## src/dd_pkg.sv

```systemverilog
// Shared constants, widths and calendar helpers for the date difference block.
// Depends on nothing; used by dd_leap_unit and date_difference_in_days.
`default_nettype none

package dd_pkg;

    localparam int DAY_W   = 5;
    localparam int MONTH_W = 4;
    localparam int YEAR_W  = 14;
    localparam int COUNT_W = 23;

    localparam logic [YEAR_W-1:0]  MAX_YEAR  = YEAR_W'(9999);
    localparam logic [MONTH_W-1:0] JANUARY   = MONTH_W'(1);
    localparam logic [MONTH_W-1:0] FEBRUARY  = MONTH_W'(2);
    localparam logic [MONTH_W-1:0] DECEMBER  = MONTH_W'(12);
    localparam logic [DAY_W-1:0]   FIRST_DAY = DAY_W'(1);

    // Floor of year / 25 is (year * DIV25_MUL) >> DIV25_SHIFT for any 14-bit year.
    localparam int DIV25_MUL   = 5243;
    localparam int DIV25_SHIFT = 17;

    typedef logic [DAY_W-1:0] t_mlen_table [12];

    localparam t_mlen_table MONTH_LEN = '{
        DAY_W'(31), DAY_W'(28), DAY_W'(31), DAY_W'(30), DAY_W'(31), DAY_W'(30),
        DAY_W'(31), DAY_W'(31), DAY_W'(30), DAY_W'(31), DAY_W'(30), DAY_W'(31)
    };

    // Days in a month; zero for a month code outside January..December.
    function automatic logic [DAY_W-1:0] month_len(input logic [MONTH_W-1:0] m,
                                                   input logic leap);
        logic [DAY_W-1:0] len;
        len = '0;
        if (m == FEBRUARY) begin
            len = leap ? DAY_W'(29) : DAY_W'(28);
        end else if (m inside {[JANUARY:DECEMBER]}) begin
            len = MONTH_LEN[m - JANUARY];
        end
        return len;
    endfunction

endpackage

`default_nettype wire

```

## src/dd_leap_unit.sv

```systemverilog
// Leap-year test for one 14-bit Gregorian year, shared by validation and the walk.
// Depends on dd_pkg for widths and the divide-by-25 reciprocal.
`default_nettype none

module dd_leap_unit
    import dd_pkg::*;
(
    input  wire logic [YEAR_W-1:0] i_year,
    output logic                   o_leap
);

    localparam int PROD_W = 2 * YEAR_W;

    logic [PROD_W-1:0] prod;
    logic [YEAR_W-1:0] quot;
    logic [YEAR_W-1:0] rem25;
    logic              div25;

    // Divisible by 100 means by 4 and 25; by 400 means by 16 and 25.
    assign prod   = PROD_W'(i_year) * PROD_W'(DIV25_MUL);
    assign quot   = YEAR_W'(prod >> DIV25_SHIFT);
    assign rem25  = i_year - YEAR_W'(quot * YEAR_W'(25));
    assign div25  = (rem25 == '0);
    assign o_leap = (i_year[1:0] == 2'b00) && (!div25 || (i_year[3:0] == 4'b0000));

endmodule

`default_nettype wire

```

## src/date_difference_in_days.sv

```systemverilog
// Sequence: date checks in S_CHKA and S_CHKB, then one S_WALK step per day between the dates
// plus an S_LEAP step per year boundary crossed, a final compare in S_WALK, then the strobe.
// An invalid date strobes right after the checks. A new beat is taken in the strobe cycle.
// Results appear for one cycle with o_valid; the receiver cannot stall.
// Reset (i_rst_n low, synchronous) returns the sequencer to idle and drops o_valid.
// Depends on dd_pkg and dd_leap_unit.
`default_nettype none

module date_difference_in_days
    import dd_pkg::*;
(
    input  wire logic                      i_clk,
    input  wire logic                      i_rst_n,
    input  wire logic                      start,
    output logic                           busy,
    input  wire logic [DAY_W-1:0]          i_start_day,
    input  wire logic [MONTH_W-1:0]        i_start_month,
    input  wire logic [YEAR_W-1:0]         i_start_year,
    input  wire logic [DAY_W-1:0]          i_end_day,
    input  wire logic [MONTH_W-1:0]        i_end_month,
    input  wire logic [YEAR_W-1:0]         i_end_year,
    input  wire logic                      i_include_end_day,
    output logic                           o_valid,
    output logic signed [COUNT_W-1:0]      o_day_count,
    output logic                           o_date_error
);

    localparam logic [2:0] S_IDLE = 3'd0;
    localparam logic [2:0] S_CHKA = 3'd1;
    localparam logic [2:0] S_CHKB = 3'd2;
    localparam logic [2:0] S_WALK = 3'd3;
    localparam logic [2:0] S_LEAP = 3'd4;

    localparam int DATE_W = YEAR_W + MONTH_W + DAY_W;

    logic [2:0]         r_state, n_state;
    logic [DAY_W-1:0]   r_ad, n_ad, r_bd, n_bd;
    logic [MONTH_W-1:0] r_am, n_am, r_bm, n_bm;
    logic [YEAR_W-1:0]  r_ay, n_ay, r_by, n_by;
    logic               r_inc, n_inc;
    logic               r_leap, n_leap;
    logic               r_neg, n_neg;
    logic               r_err, n_err;
    logic [COUNT_W-1:0] r_cnt, n_cnt;
    logic               r_valid, n_valid;
    logic [COUNT_W-1:0] r_out, n_out;
    logic               r_oerr, n_oerr;

    logic [YEAR_W-1:0]  leap_year;
    logic               leap;
    logic [DAY_W-1:0]   chk_d;
    logic [MONTH_W-1:0] chk_m;
    logic [YEAR_W-1:0]  chk_y;
    logic [DAY_W-1:0]   chk_len;
    logic               chk_ok;
    logic [DAY_W-1:0]   walk_len;
    logic [DATE_W-1:0]  date_a, date_b;
    logic [COUNT_W-1:0] mag;

    // One leap unit serves both checks and each year boundary of the walk.
    always_comb begin
        case (r_state)
            S_CHKB:  leap_year = r_by;
            default: leap_year = r_ay;
        endcase
    end

    dd_leap_unit u_leap (
        .i_year (leap_year),
        .o_leap (leap)
    );

    assign chk_d   = (r_state == S_CHKB) ? r_bd : r_ad;
    assign chk_m   = (r_state == S_CHKB) ? r_bm : r_am;
    assign chk_y   = (r_state == S_CHKB) ? r_by : r_ay;
    assign chk_len = month_len(chk_m, leap);
    assign chk_ok  = (chk_y <= MAX_YEAR) && (chk_len != '0) && (chk_d != '0)
                     && (chk_d <= chk_len);

    assign walk_len = month_len(r_am, r_leap);
    assign date_a   = {r_ay, r_am, r_ad};
    assign date_b   = {r_by, r_bm, r_bd};
    assign mag      = r_cnt + COUNT_W'(r_inc);

    always_comb begin
        n_state = r_state;
        n_ad    = r_ad;
        n_am    = r_am;
        n_ay    = r_ay;
        n_bd    = r_bd;
        n_bm    = r_bm;
        n_by    = r_by;
        n_inc   = r_inc;
        n_leap  = r_leap;
        n_neg   = r_neg;
        n_err   = r_err;
        n_cnt   = r_cnt;
        n_valid = 1'b0;
        n_out   = r_out;
        n_oerr  = r_oerr;
        case (r_state)
            S_IDLE: begin
                if (start) begin
                    n_ad    = i_start_day;
                    n_am    = i_start_month;
                    n_ay    = i_start_year;
                    n_bd    = i_end_day;
                    n_bm    = i_end_month;
                    n_by    = i_end_year;
                    n_inc   = i_include_end_day;
                    n_cnt   = '0;
                    n_state = S_CHKA;
                end
            end
            S_CHKA: begin
                n_err   = !chk_ok;
                n_leap  = leap;
                n_state = S_CHKB;
            end
            S_CHKB: begin
                if (r_err || !chk_ok) begin
                    n_valid = 1'b1;
                    n_out   = '0;
                    n_oerr  = 1'b1;
                    n_state = S_IDLE;
                end else begin
                    // Walk from the earlier date; swap when the end comes first.
                    n_neg = (date_b < date_a);
                    if (date_b < date_a) begin
                        n_ad   = r_bd;
                        n_am   = r_bm;
                        n_ay   = r_by;
                        n_bd   = r_ad;
                        n_bm   = r_am;
                        n_by   = r_ay;
                        n_leap = leap;
                    end
                    n_state = S_WALK;
                end
            end
            S_WALK: begin
                if (date_a == date_b) begin
                    n_valid = 1'b1;
                    n_out   = r_neg ? (COUNT_W'(0) - mag) : mag;
                    n_oerr  = 1'b0;
                    n_state = S_IDLE;
                end else begin
                    n_cnt = r_cnt + COUNT_W'(1);
                    if (r_ad < walk_len) begin
                        n_ad = r_ad + DAY_W'(1);
                    end else begin
                        n_ad = FIRST_DAY;
                        if (r_am < DECEMBER) begin
                            n_am = r_am + MONTH_W'(1);
                        end else begin
                            // New year: refresh the leap flag before the next step.
                            n_am    = JANUARY;
                            n_ay    = r_ay + YEAR_W'(1);
                            n_state = S_LEAP;
                        end
                    end
                end
            end
            S_LEAP: begin
                n_leap  = leap;
                n_state = S_WALK;
            end
            default: begin
                n_state = S_IDLE;
            end
        endcase
    end

    always_ff @(posedge i_clk) begin
        if (!i_rst_n) begin
            r_state <= S_IDLE;
            r_valid <= 1'b0;
        end else begin
            r_state <= n_state;
            r_valid <= n_valid;
        end
    end

    always_ff @(posedge i_clk) begin
        r_ad   <= n_ad;
        r_am   <= n_am;
        r_ay   <= n_ay;
        r_bd   <= n_bd;
        r_bm   <= n_bm;
        r_by   <= n_by;
        r_inc  <= n_inc;
        r_leap <= n_leap;
        r_neg  <= n_neg;
        r_err  <= n_err;
        r_cnt  <= n_cnt;
        r_out  <= n_out;
        r_oerr <= n_oerr;
    end

    assign busy         = (r_state != S_IDLE);
    assign o_valid      = r_valid;
    assign o_day_count  = $signed(r_out);
    assign o_date_error = r_oerr;

`ifndef SYNTHESIS
    a_accept_starts: assert property (@(posedge i_clk) disable iff (!i_rst_n)
        (start && !busy) |=> busy)
        else $error("accepted beat did not start the sequencer");

    a_result_after_work: assert property (@(posedge i_clk) disable iff (!i_rst_n)
        o_valid |-> ($past(busy) && !busy))
        else $error("result beat without a finished item");

    a_error_zero: assert property (@(posedge i_clk) disable iff (!i_rst_n)
        (o_valid && o_date_error) |-> (o_day_count == '0))
        else $error("invalid date produced a nonzero count");

    a_no_overshoot: assert property (@(posedge i_clk) disable iff (!i_rst_n)
        (r_state == S_WALK || r_state == S_LEAP) |-> (date_a <= date_b))
        else $error("walking date passed the target date");
`endif

endmodule

`default_nettype wire
```

## config.mk

```make
export PLATFORM = sky130hd
export DESIGN_NAME = date_difference_in_days
export DESIGN_NICKNAME = d
export VERILOG_FILES = /design/src/dd_pkg.sv /design/src/dd_leap_unit.sv /design/src/date_difference_in_days.sv
export SDC_FILE = /design/constraint.sdc
export NUM_CORES = 1
export LEC_CHECK = 0
export ABC_AREA = 1
export BUFFER_PORTS_ARGS = -buffer_cell sky130_fd_sc_hd__buf_2
export CAP_MARGIN = 20
export CORE_ASPECT_RATIO = 0.8
export CORE_UTILIZATION = 50
export CTS_CLUSTER_DIAMETER = 120
export DETAILED_ROUTE_END_ITERATION = 10
export PLACE_DENSITY = 0.77
export SYNTH_ARGS = -nofsm -noshare
export SYNTH_HDL_FRONTEND = slang
export SYNTH_SLANG_ARGS = --single-unit
```

## constraint.sdc

```tcl
create_clock -name i_clk -period 25.2 [get_ports i_clk]
set_input_delay 2.52 -clock i_clk [delete_from_list [all_inputs] [get_ports i_clk]]
set_output_delay 2.52 -clock i_clk [all_outputs]
set_load 0.01 [all_outputs]
```

# --- Word level (Yosys, flattened, before mapping) ---
# Memory sizes are Yosys's and may differ from the RTL's.
# Index checks and enable logic that the tools add are counted.
totals:
  ff_bits: 101
  input_bits: 50
  n_memories: 2
  elab_cells: 159
  romBits: 160
  output_inout_bits: 26
classes:
  order_cmp: 11
  reduce_logical: 33
  n_mul: 2
  n_addsub: 9
  mux: 67
  n_bitwise: 3
  eq_ne: 17
mem_list:
  columns: ["name", "words", "width", "read_ports", "rd_clocked_by_memory_dff", "write_ports", "line_no", "text"]
  rows:
  - ["(name not given)", 16, 5, 1, 0, 0, "dd_pkg.sv:37", "len = MONTH_LEN[m - JANUARY];"]
  - ["(name not given)", 16, 5, 1, 0, 0, "dd_pkg.sv:37", null]
op_table:
  columns: ["op", "count"]
  rows:
  - ["$mux 14", 10]
  - ["$mux 23", 5]
  - ["$pmux 23 s2", 2]
  - ["$mux 5", 17]
  - ["$pmux 14 s3", 1]
  - ["$mux 4", 10]
  - ["$pmux 14 s2", 1]
  - ["$mul 14x13->27 const B", 1]
  - ["$add 23x1->23", 1]
  - ["$add 23x1->23 const B", 1]
  - ["$eq 23x23->1", 1]
  - ["$lt 23x23->1", 1]
  - ["$sub 1x23->23 const A", 1]
  - ["$pmux 3 s5", 1]
  - ["$pmux 5 s3", 1]
  - ["$add 14x1->14 const B", 1]
  - ["$le 14x14->1 const B", 1]
  - ["$logic_not 14->1", 1]
  - ["$mul 10x5->14 const B", 1]
  - ["$sub 14x14->14", 1]
  - ["$mux 3", 4]
  - ["$ne 2x2->1 const B", 6]
  - ["$pmux 4 s3", 1]
  - ["$reduce_and 3->1", 4]
  - ["other kinds (37)", 68]

# --- Depth between registers and ports, before layout ---
# Gate-level depths: netlist (run 1).
depth:
  word_depth: 19
  mapped_depth: 64
  mapped_depth_nobuf: 64

# --- Hierarchy ---
# A second synthesis (run 1) with hierarchy kept.
hier_totals:
  cells_unflattened: 1560
  hier_area_um2: 12360.6
modules_own_cells:
  columns: ["module", "cells_per_inst", "n_inst", "seq_area_each_um2", "area_each_um2"]
  rows:
  - ["date_difference_in_days", 963, 1, 2992.9, 7354.6]
  - ["dd_leap_unit", 597, 1, 0.0, 5006.1]

# --- Worst setup path before layout (run 1) ---
# Ideal clock, no wire load.
synth_path:
  path_kind: "register -> register"
  start: "reg r_state[2]"
  end: "reg r_ay[0], enable pin"
  period_less_slack_ns: 10.486
  path_buffers: 2
  t_arrival_ns: 10.083
  setup_slack_ns: 14.714
  setup_ns: 0.403
  path_stages_with_launch: 54
  required_time_ns: 24.797
  path_cell_list: "dfxtp_1 > nor2_2 > nand2_4 > inv_6 > buf_6 > buf_4 > o21ai_0 > inv_1 > nor2_1 > ha_1 > fa_1 > fa_1 > inv_1 > fa_1 > inv_1 > ha_1 > nand2_1 > nand2_1 > [18 not listed] > nand4_1 > xnor2_1 > nand3_1 > nor2_1 > nand3_1 > nand3_1 > nand2_1 > ha_1 > nand3_1 > o22ai_1 > o21ai_0 > nor2_1 > nand3_2 > nor2_2 > nand2_2 > o21ai_2 > nor2_1 > nor3_1"
synth_via:
  elab_chain_len: 19
  elab_cells_between_ends: 44
  classes_between: "add/sub (2); mul (2); order compare (4); eq/ne (9); mux (8); bitwise (1); reduce/logical (17); memory (1)"
synth_lines:
  columns: ["item", "line_no", "text"]
  rows:
  - ["start, declared", "date_difference_in_days.sv:36", "logic [2:0] r_state, n_state;"]
  - ["start signal, assigned", "date_difference_in_days.sv:179", "r_state <= n_state;"]
  - ["branches (longest 18 deep; another with $mul 14x13->27)", null, null]
  - ["$reduce_and 7->1 (no source line) (*)", null, null]
  - ["end signal, assigned", "date_difference_in_days.sv:187", "r_ay <= n_ay;"]
  - ["end, declared", "date_difference_in_days.sv:39", "logic [YEAR_W-1:0] r_ay, n_ay, r_by, n_by;"]
# Every way passes the cells marked *. The select of a mux whose other input is x is not followed.
# A chain may end at the register's enable or synchronous reset.

# --- Final worst setup path (run 1) ---
layout_path:
  start: "reg r_state[2]"
  end: "reg r_by[6], enable pin"
layout_via:
  elab_chain_len: 19
  elab_cells_between_ends: 40
  classes_between: "add/sub (2); mul (2); order compare (4); eq/ne (5); mux (8); bitwise (1); reduce/logical (17); memory (1)"
layout_lines:
  columns: ["item", "line_no", "text"]
  rows:
  - ["branches (longest 18 deep; another with $mul 14x13->27)", null, null]
  - ["$reduce_and 4->1 (no source line) (*)", null, null]
  - ["end signal, assigned", "date_difference_in_days.sv:190", "r_by <= n_by;"]
  - ["end, declared", "date_difference_in_days.sv:39", null]
# Marks and branches as above.

==> out/qor.csv, run 1 <==
metric,value,unit
start_util,51.2,%
status,completed,
post_cts_buffers,0,
rsz0062_at_grt,false,
dp.final_hpwl,23600,um
max_freq,0.0830,GHz
busiest_layer,met1,
period_needed,12.05,ns
wl_per_cell,15.2,um
vias,10200,
finalClockSkew,0.00997,ns
setup_slack,13.15,ns
cpMostUsedCell,nand2_1,
via_per_inst,5.37,
chipWidth,176,um
fin_setup_tns,0,ns
max-cap-violations,0,
synth_mux_area_share,0.0831,%
critPathSlowestCell,and2_1,
cts_tree,yes,
worst_setup_path_start_kind,flop,
synthFlopType,edfxtp_1,
critPathMaxFanout,62,
htree_levels,3,
mostFrequentLayoutCells,"inv_1 (276), nand2_1 (261), ha_1 (162), nor2_1 (130), edfxtp_1 (97)",
grtUsageTotal,24.0,%
numCtsBuffers,9,
hold_viol_final,0,
arrival,12.01,ns
endpoint,r_by[6]$_DFFE_PP_,
root_buffer,clkbuf_16,
worstPathBufferInverterCount,10,
grt_pass1_wl,47400,um
reg2reg_to,r_by[6]$_DFFE_PP_,
cts.repair.resized,0,
n_antenna_cell,0,
gp_congestion,0.960,
instances_no_fill,1893,
tightest_slew,1.05,ns
synth_fp_nets,1788,
cp_num_cells,55,
slowest_delay,0.84,ns
fin_nets,1855,
area_growth,7.99,%
yosys.area_share.xor_xnor,4.79,%
setup_viol,0,
netlist_area,12100,um2
async_reset_ff_share,0,%
dpl_cell_area,12700,um2
fin_crit_sh,47.8,%
ios,76,
reg2reg_slack,13.15,ns
rows,50,
reg2regPathDepth,55,
drv_slew,0,
synth_cell_types,58,
clock_latency,0.35,ns
cts.sinks,101,
synth_seq_cells,101,
clockBufferDepth,2,
syn_inst,1510,
relSlewSlack,29.8,%
coreArea,23500,um2
layout_commonest_cell,inv_1,
synth_area_per_cell,7.98,um2
synth-simple-area-share,20.5,%
path_clk_slew,0.07,ns
route.detailed.drc,0,
die_area,24700,um2
synth_top_family_by_area,adder cells,
use_met2,35.4,%
port-buffer-count,75,
preCtsSetupSlack,13.32,ns
end_kind,flop,
dieHeight,141,um
grt_antenna_before_repair,0,
drtIter0Drc,995,
drive_gt1_share,9.11,%
met3_usage,4.02,%
drtAntennaViolNets,0,
synth-compound-area-share,12.1,%
crit_type,flop to flop,
crit_required,25.16,ns
numPlacedInstances,1878,
finalWirelength,28800,um
overflow,0,
holdBufCountCts,0,
synthAdderAreaFrac,27.8,%
seq_area_frac_synth,24.8,%
critPathLaunch,r_state[2]$_SDFFE_PN0P_,
r2r_start,r_state[2]$_SDFFE_PN0P_,
synth_warnings,0,
firstDrtPassIters,5,
grt_max_degree,63,
grt_pass1_vias,9569,
path_delay_family,adder cells,
synth_edf_count,97,
design_area,13000,um2
hold_class,flop to flop,
grt_util_met1,36.1,%
metrics by stage:
| step | utilization [%] | hold WS, ns |
|---|---|---|
| after floorplan | - | 0.554 |
| after global placement | 54.1 | 0.584 |
| after detailed placement | 54.1 | 0.584 |
| after CTS | 55.3 | 0.600 |
| after global routing | 55.3 | 0.642 |
| final | 55.3 | 0.599 |
worst min-delay path by stage:
| stage | cells after the start | endpoint | from | slack (ns) |
|---|---|---|---|---|
| finish | 2 | r_ad[1]$_DFFE_PP_ | r_bd[1]$_DFFE_PP_ | 0.60 |
| floorplan | 2 | r_ay[3]$_DFFE_PP_ | r_ay[3]$_DFFE_PP_ | 0.55 |
| global route | 2 | r_ad[1]$_DFFE_PP_ | r_bd[1]$_DFFE_PP_ | 0.64 |
| detailed placement | 2 | r_ad[1]$_DFFE_PP_ | r_bd[1]$_DFFE_PP_ | 0.58 |
| global placement | 2 | r_ad[1]$_DFFE_PP_ | r_bd[1]$_DFFE_PP_ | 0.58 |
| CTS | 2 | r_ad[1]$_DFFE_PP_ | r_bd[1]$_DFFE_PP_ | 0.60 |
logic make-up after synthesis:
| group | after synthesis |
|---|---|
| simple gates | 563 |
| buf+inv | 306 |
| compound gates | 246 |
| fa+ha+maj | 228 |
| flops | 101 |
| xor+xnor | 65 |
| mux | 1 |
cells in the mapped netlist, types with 3 or more instances:
cell	n	area, um2
and3_1	3	18.8
nand3b_1	5	37.5
inv_1	276	1040
dfxtp_1	4	80.1
ha_1	162	2030
nor3b_1	4	30.0
o21bai_1	6	45.0
nor2_2	7	43.8
a31oi_1	4	25.0
nor4_1	6	37.5
xor2_1	54	473
a221o_1	4	40.0
inv_2	5	18.8
o21ai_4	3	48.8
nor3_1	33	165
a211oi_1	4	30.0
o31ai_1	5	37.5
clkbuf_1	12	45.0
fa_1	66	1320
nand2_2	8	50.1
nand3_2	3	30.0
nand3_1	73	365
o21ai_0	86	430
o21a_1	7	52.6
a21oi_1	92	460
nor2_1	130	488
nand2_1	261	980
a21oi_2	4	35.0
xnor2_1	10	87.6
buf_4	3	22.5
buf_2	3	15.0
o21ai_1	7	35.0
nor3_2	4	40.0
o211ai_1	9	67.6
o21ai_2	5	43.8
edfxtp_1	97	2910
nand4_1	18	113
layer usage:
layer	routed length, um	vias up	part of all wire (%)
li1	-	5113	-
met1	14000	4647	49
met5	0	-	0
met2	12200	372	42
met3	2100	32	7.3
met4	515	0	1.8
final cells by class:
cell class / count / area (um2)
clock inverter: 6 / 62.6
multi-input combinational: 1103 / 7870
clock buffer: 9 / 225
fill: 2209 / 10500
tap: 312 / 390
sequential: 101 / 2990
timing repair buffer: 78 / 398
inverter: 284 / 1070
state kept, by name, indices dropped and copies added (netlist names):
name          cells
r_err             1
r_leap            1
o_valid           1
r_inc             1
o_day_count      23
r_neg             1
r_am              4
r_ay             14
r_bm              4
r_state           3
o_date_error      1
r_bd              5
r_cnt            23
r_ad              5
r_by             14
worst min-delay path: stages, from the launching register on:
cell and delay [ns]:
edfxtp_1 0.35, nand2_1 0.07, nand3_1 0.07
Power of run 1 is not shown: default switching activity piles up to over one toggle a cycle in this logic, so the estimate is an artifact.
==> run 2, diff against run 1 <==
--- a/config.mk
+++ b/config.mk
@@ -5,14 +5,14 @@
 export SDC_FILE = /design/constraint.sdc
 export NUM_CORES = 1
 export LEC_CHECK = 0
-export ABC_AREA = 1
+export ABC_AREA = 0
 export BUFFER_PORTS_ARGS = -buffer_cell sky130_fd_sc_hd__buf_2
 export CAP_MARGIN = 20
 export CORE_ASPECT_RATIO = 0.8
 export CORE_UTILIZATION = 50
 export CTS_CLUSTER_DIAMETER = 120
 export DETAILED_ROUTE_END_ITERATION = 10
-export PLACE_DENSITY = 0.77
+export PLACE_DENSITY = 0.79
 export SYNTH_ARGS = -nofsm -noshare
 export SYNTH_HDL_FRONTEND = slang
 export SYNTH_SLANG_ARGS = --single-unit
==> constraint.sdc (replaced) <==
create_clock -name i_clk -period 10.9 [get_ports i_clk]
set_input_delay 1.09 -clock i_clk [delete_from_list [all_inputs] [get_ports i_clk]]
set_output_delay 1.09 -clock i_clk [all_outputs]
set_load 0.01 [all_outputs]
==> run 2 against run 1 <==
Synthesized cell count fell by 14%. Sequential cell count did not move. Via count rose by 0.38%. Clock-buffer cell count rose by 2. Non-clock buffer count rose by 115. Final area rose by 11%. Critical path type unchanged. Area after synthesis fell by 2.7%.
==> out/qor.csv, run 2 <==
metric,value,unit,change
synthFlopType,edfxtp_1,,
path_clk_slew,0.07,ns,about the same
arrival,10.91,ns,-1.10 ns
mostFrequentLayoutCells,"ha_1 (138), inv_1 (130), nand2_1 (106), nor2_1 (103), o21ai_0 (103)",,
rsz0062_at_grt,true,,
worstPathBufferInverterCount,12,,+2
gp_congestion,0.973,,+1.4%
end_kind,flop,,
via_per_inst,5.78,,+7.6%
worst_setup_path_start_kind,flop,,
firstDrtPassIters,5,,unchanged
layout_commonest_cell,ha_1,,
dieHeight,139,um,-1.3%
wl_per_cell,18.5,um,+22%
synthAdderAreaFrac,28.5,%,+0.76 points
relSlewSlack,26.8,%,-2.9 points
preCtsSetupSlack,-0.272,ns,-13.59 ns
grtUsageTotal,25.8,%,+1.8 points
setup_viol,0,,unchanged
syn_inst,1299,,-14%
slowest_delay,0.51,ns,-0.33 ns
cts.sinks,101,,unchanged
grt_antenna_before_repair,0,,unchanged
drv_slew,0,,unchanged
reg2regPathDepth,50,,-9.1%
fin_util,63.5,%,+8.2 points
max_freq,0.0923,GHz,+11%
cts_tree,yes,,
port-buffer-count,75,,unchanged
htree_levels,3,,unchanged
fin_nets,1733,,-6.6%
drtIter0Drc,995,,unchanged
critPathSlowestCell,fa_1,,
dp.final_hpwl,23800,um,+0.60%
synth_area_per_cell,9.03,um2,+13%
yosysTopAreaCell,edfxtp_1,,
n_antenna_cell,0,,unchanged
path_delay_family,adder cells,,
synth-simple-area-share,16.2,%,-4.3 points
rows,49,,-2.0%
finalClockSkew,0.0145,ns,+0.00454 ns
finalWirelength,32600,um,+13%
fin_crit_sh,99.4,%,+52 points
route.detailed.drc,0,,unchanged
coreArea,22700,um2,-3.3%
max-cap-violations,0,,unchanged
design_area,14400,um2,+11%
tightest_slew,1.09,ns,+0.0322 ns
hold_class,flop to flop,,
period_needed,10.84,ns,-1.21 ns
synth.top_cell.area_share,24.8,%,+0.66 points
numPlacedInstances,1701,,-9.4%
grt_max_degree,57,,-9.5%
hold_viol_final,0,,unchanged
status,completed,,
highest_layer,met4,,
synth_fp_nets,1577,,-12%
cp_num_cells,50,,-9.1%
area_growth,23.1,%,
synth_top_family_by_area,adder cells,,
crit_type,flop to flop,,
netlist_area,11700,um2,-2.7%
critPathMaxFanout,6,,-90%
grt_pass1_vias,9513,,-0.59%
crit_required,10.98,ns,-14.18 ns
holdBufCountCts,0,,unchanged
synth_seq_cells,101,,unchanged
grt_pass1_wl,49300,um,+4.1%
async_reset_ff_share,0,%,unchanged
cpMostUsedCell,fa_1,,
wl_met3,2510,um,+19%
synthMostInstantiatedCell,ha_1,,
wl_met1,14400,um,+2.9%
synth_commonest_cells,"ha_1 (162), inv_1 (146), nor2_1 (113)",,
dpl_cell_area,12900,um2,+1.5%
seq_area_frac_synth,25.5,%,+0.68 points
synthTopCellsByArea,"edfxtp_1 (25%), ha_1 (17%), fa_1 (11%)",,
yosys.area_share.xor_xnor,9.11,%,+4.3 points
overflow,0,,unchanged
chipWidth,173,um,-1.3%
setup_slack,0.0641,ns,-13.09 ns
synth_warnings,0,,unchanged
vias,10200,,+0.38%
wl_met2,14900,um,+22%
numCtsBuffers,9,,unchanged
ios,76,,unchanged
die_area,24100,um2,-2.6%
drtAntennaViolNets,0,,unchanged
synth_edf_count,97,,unchanged
clock_latency,0.35,ns,about the same
clockBufferDepth,2,,unchanged
synth-compound-area-share,13.0,%,+0.89 points
root_buffer,clkbuf_16,,
start_util,51.6,%,+0.34 points
synth_cell_types,72,,+24%
synth_mux_area_share,1.12,%,+1.0 points
hold_depth,1,,-1
instances_no_fill,1766,,-6.7%
drive_gt1_share,23.4,%,+14 points
## run 2: changes by cell type after synthesis, sizes merged, moves of 11 or more
cell    previous run  this run
a21oi             98        39
a21o               2        18
nand2            270       109
mux2i              1        12
inv              282       146
nor3              37        25
xnor2             10        75
clkbuf            12        38
and3               3        15
o21ai            101       114
a22oi              0        12
nor2             138       113
nor2b              0        12
nand3             76        34
## run 2: final timing paths
path / start / end / slack (ns)
setup reg to reg: r_state[2]$_SDFFE_PN0P_ / o_day_count[5]$_SDFFCE_PN0P_ / 0.06
hold reg to reg: r_err$_DFFE_PP_ / r_neg$_DFFE_PP_ / 0.66
hold / removal: r_err$_DFFE_PP_ / r_neg$_DFFE_PP_ / 0.66
setup / recovery: r_state[2]$_SDFFE_PN0P_ / o_day_count[5]$_SDFFCE_PN0P_ / 0.06
## run 2: per-layer routing
| metal | track usage [%] | up-vias |
|---|---|---|
| met5 | 0 | - |
| met4 | 6.24 | 0 |
| met3 | 5.26 | 67 |
| met2 | 39.7 | 426 |
| met1 | 37.0 | 4908 |
| li1 | - | 4802 |
## run 2: cell families (layout without fill, tap and decap cells)
group | after synthesis | count (layout)
flops | 101 | 101
xor+xnor | 122 | 122
simple gates | 391 | 391
buf+inv | 197 | 358
mux | 12 | 12
compound gates | 248 | 248
fa+ha+maj | 228 | 228
## run 2: area by class of cell
cell class / count / area, um2
Timing Repair Buffer: 193 / 1470
Sequential cell: 101 / 3000
Inverter: 149 / 569
Tap cell: 306 / 383
Clock inverter: 5 / 66.3
Clock buffer: 11 / 233
Fill cell: 1742 / 8300
Multi-Input combinational cell: 1001 / 8730
## run 2: stage by stage
stage / hold slack [ns] / setup TNS (ns)
6_report: 0.657 / 0
5_1_grt: 0.675 / -16.63
3_5_place_dp: 0.635 / -16.47
2_1_floorplan: 0.586 / 0
4_1_cts: 0.650 / 0
3_3_place_gp: 0.622 / 0
## run 2: what timing repair did
item / in CTS / in global routing
pin swaps: 16 / 101
setup endpoints to repair: 73 / 76
resized for setup: 25 / 125
gates cloned: 3 / 2
setup buffers: 12 / 35
Power of run 2 is left out for the same reason.
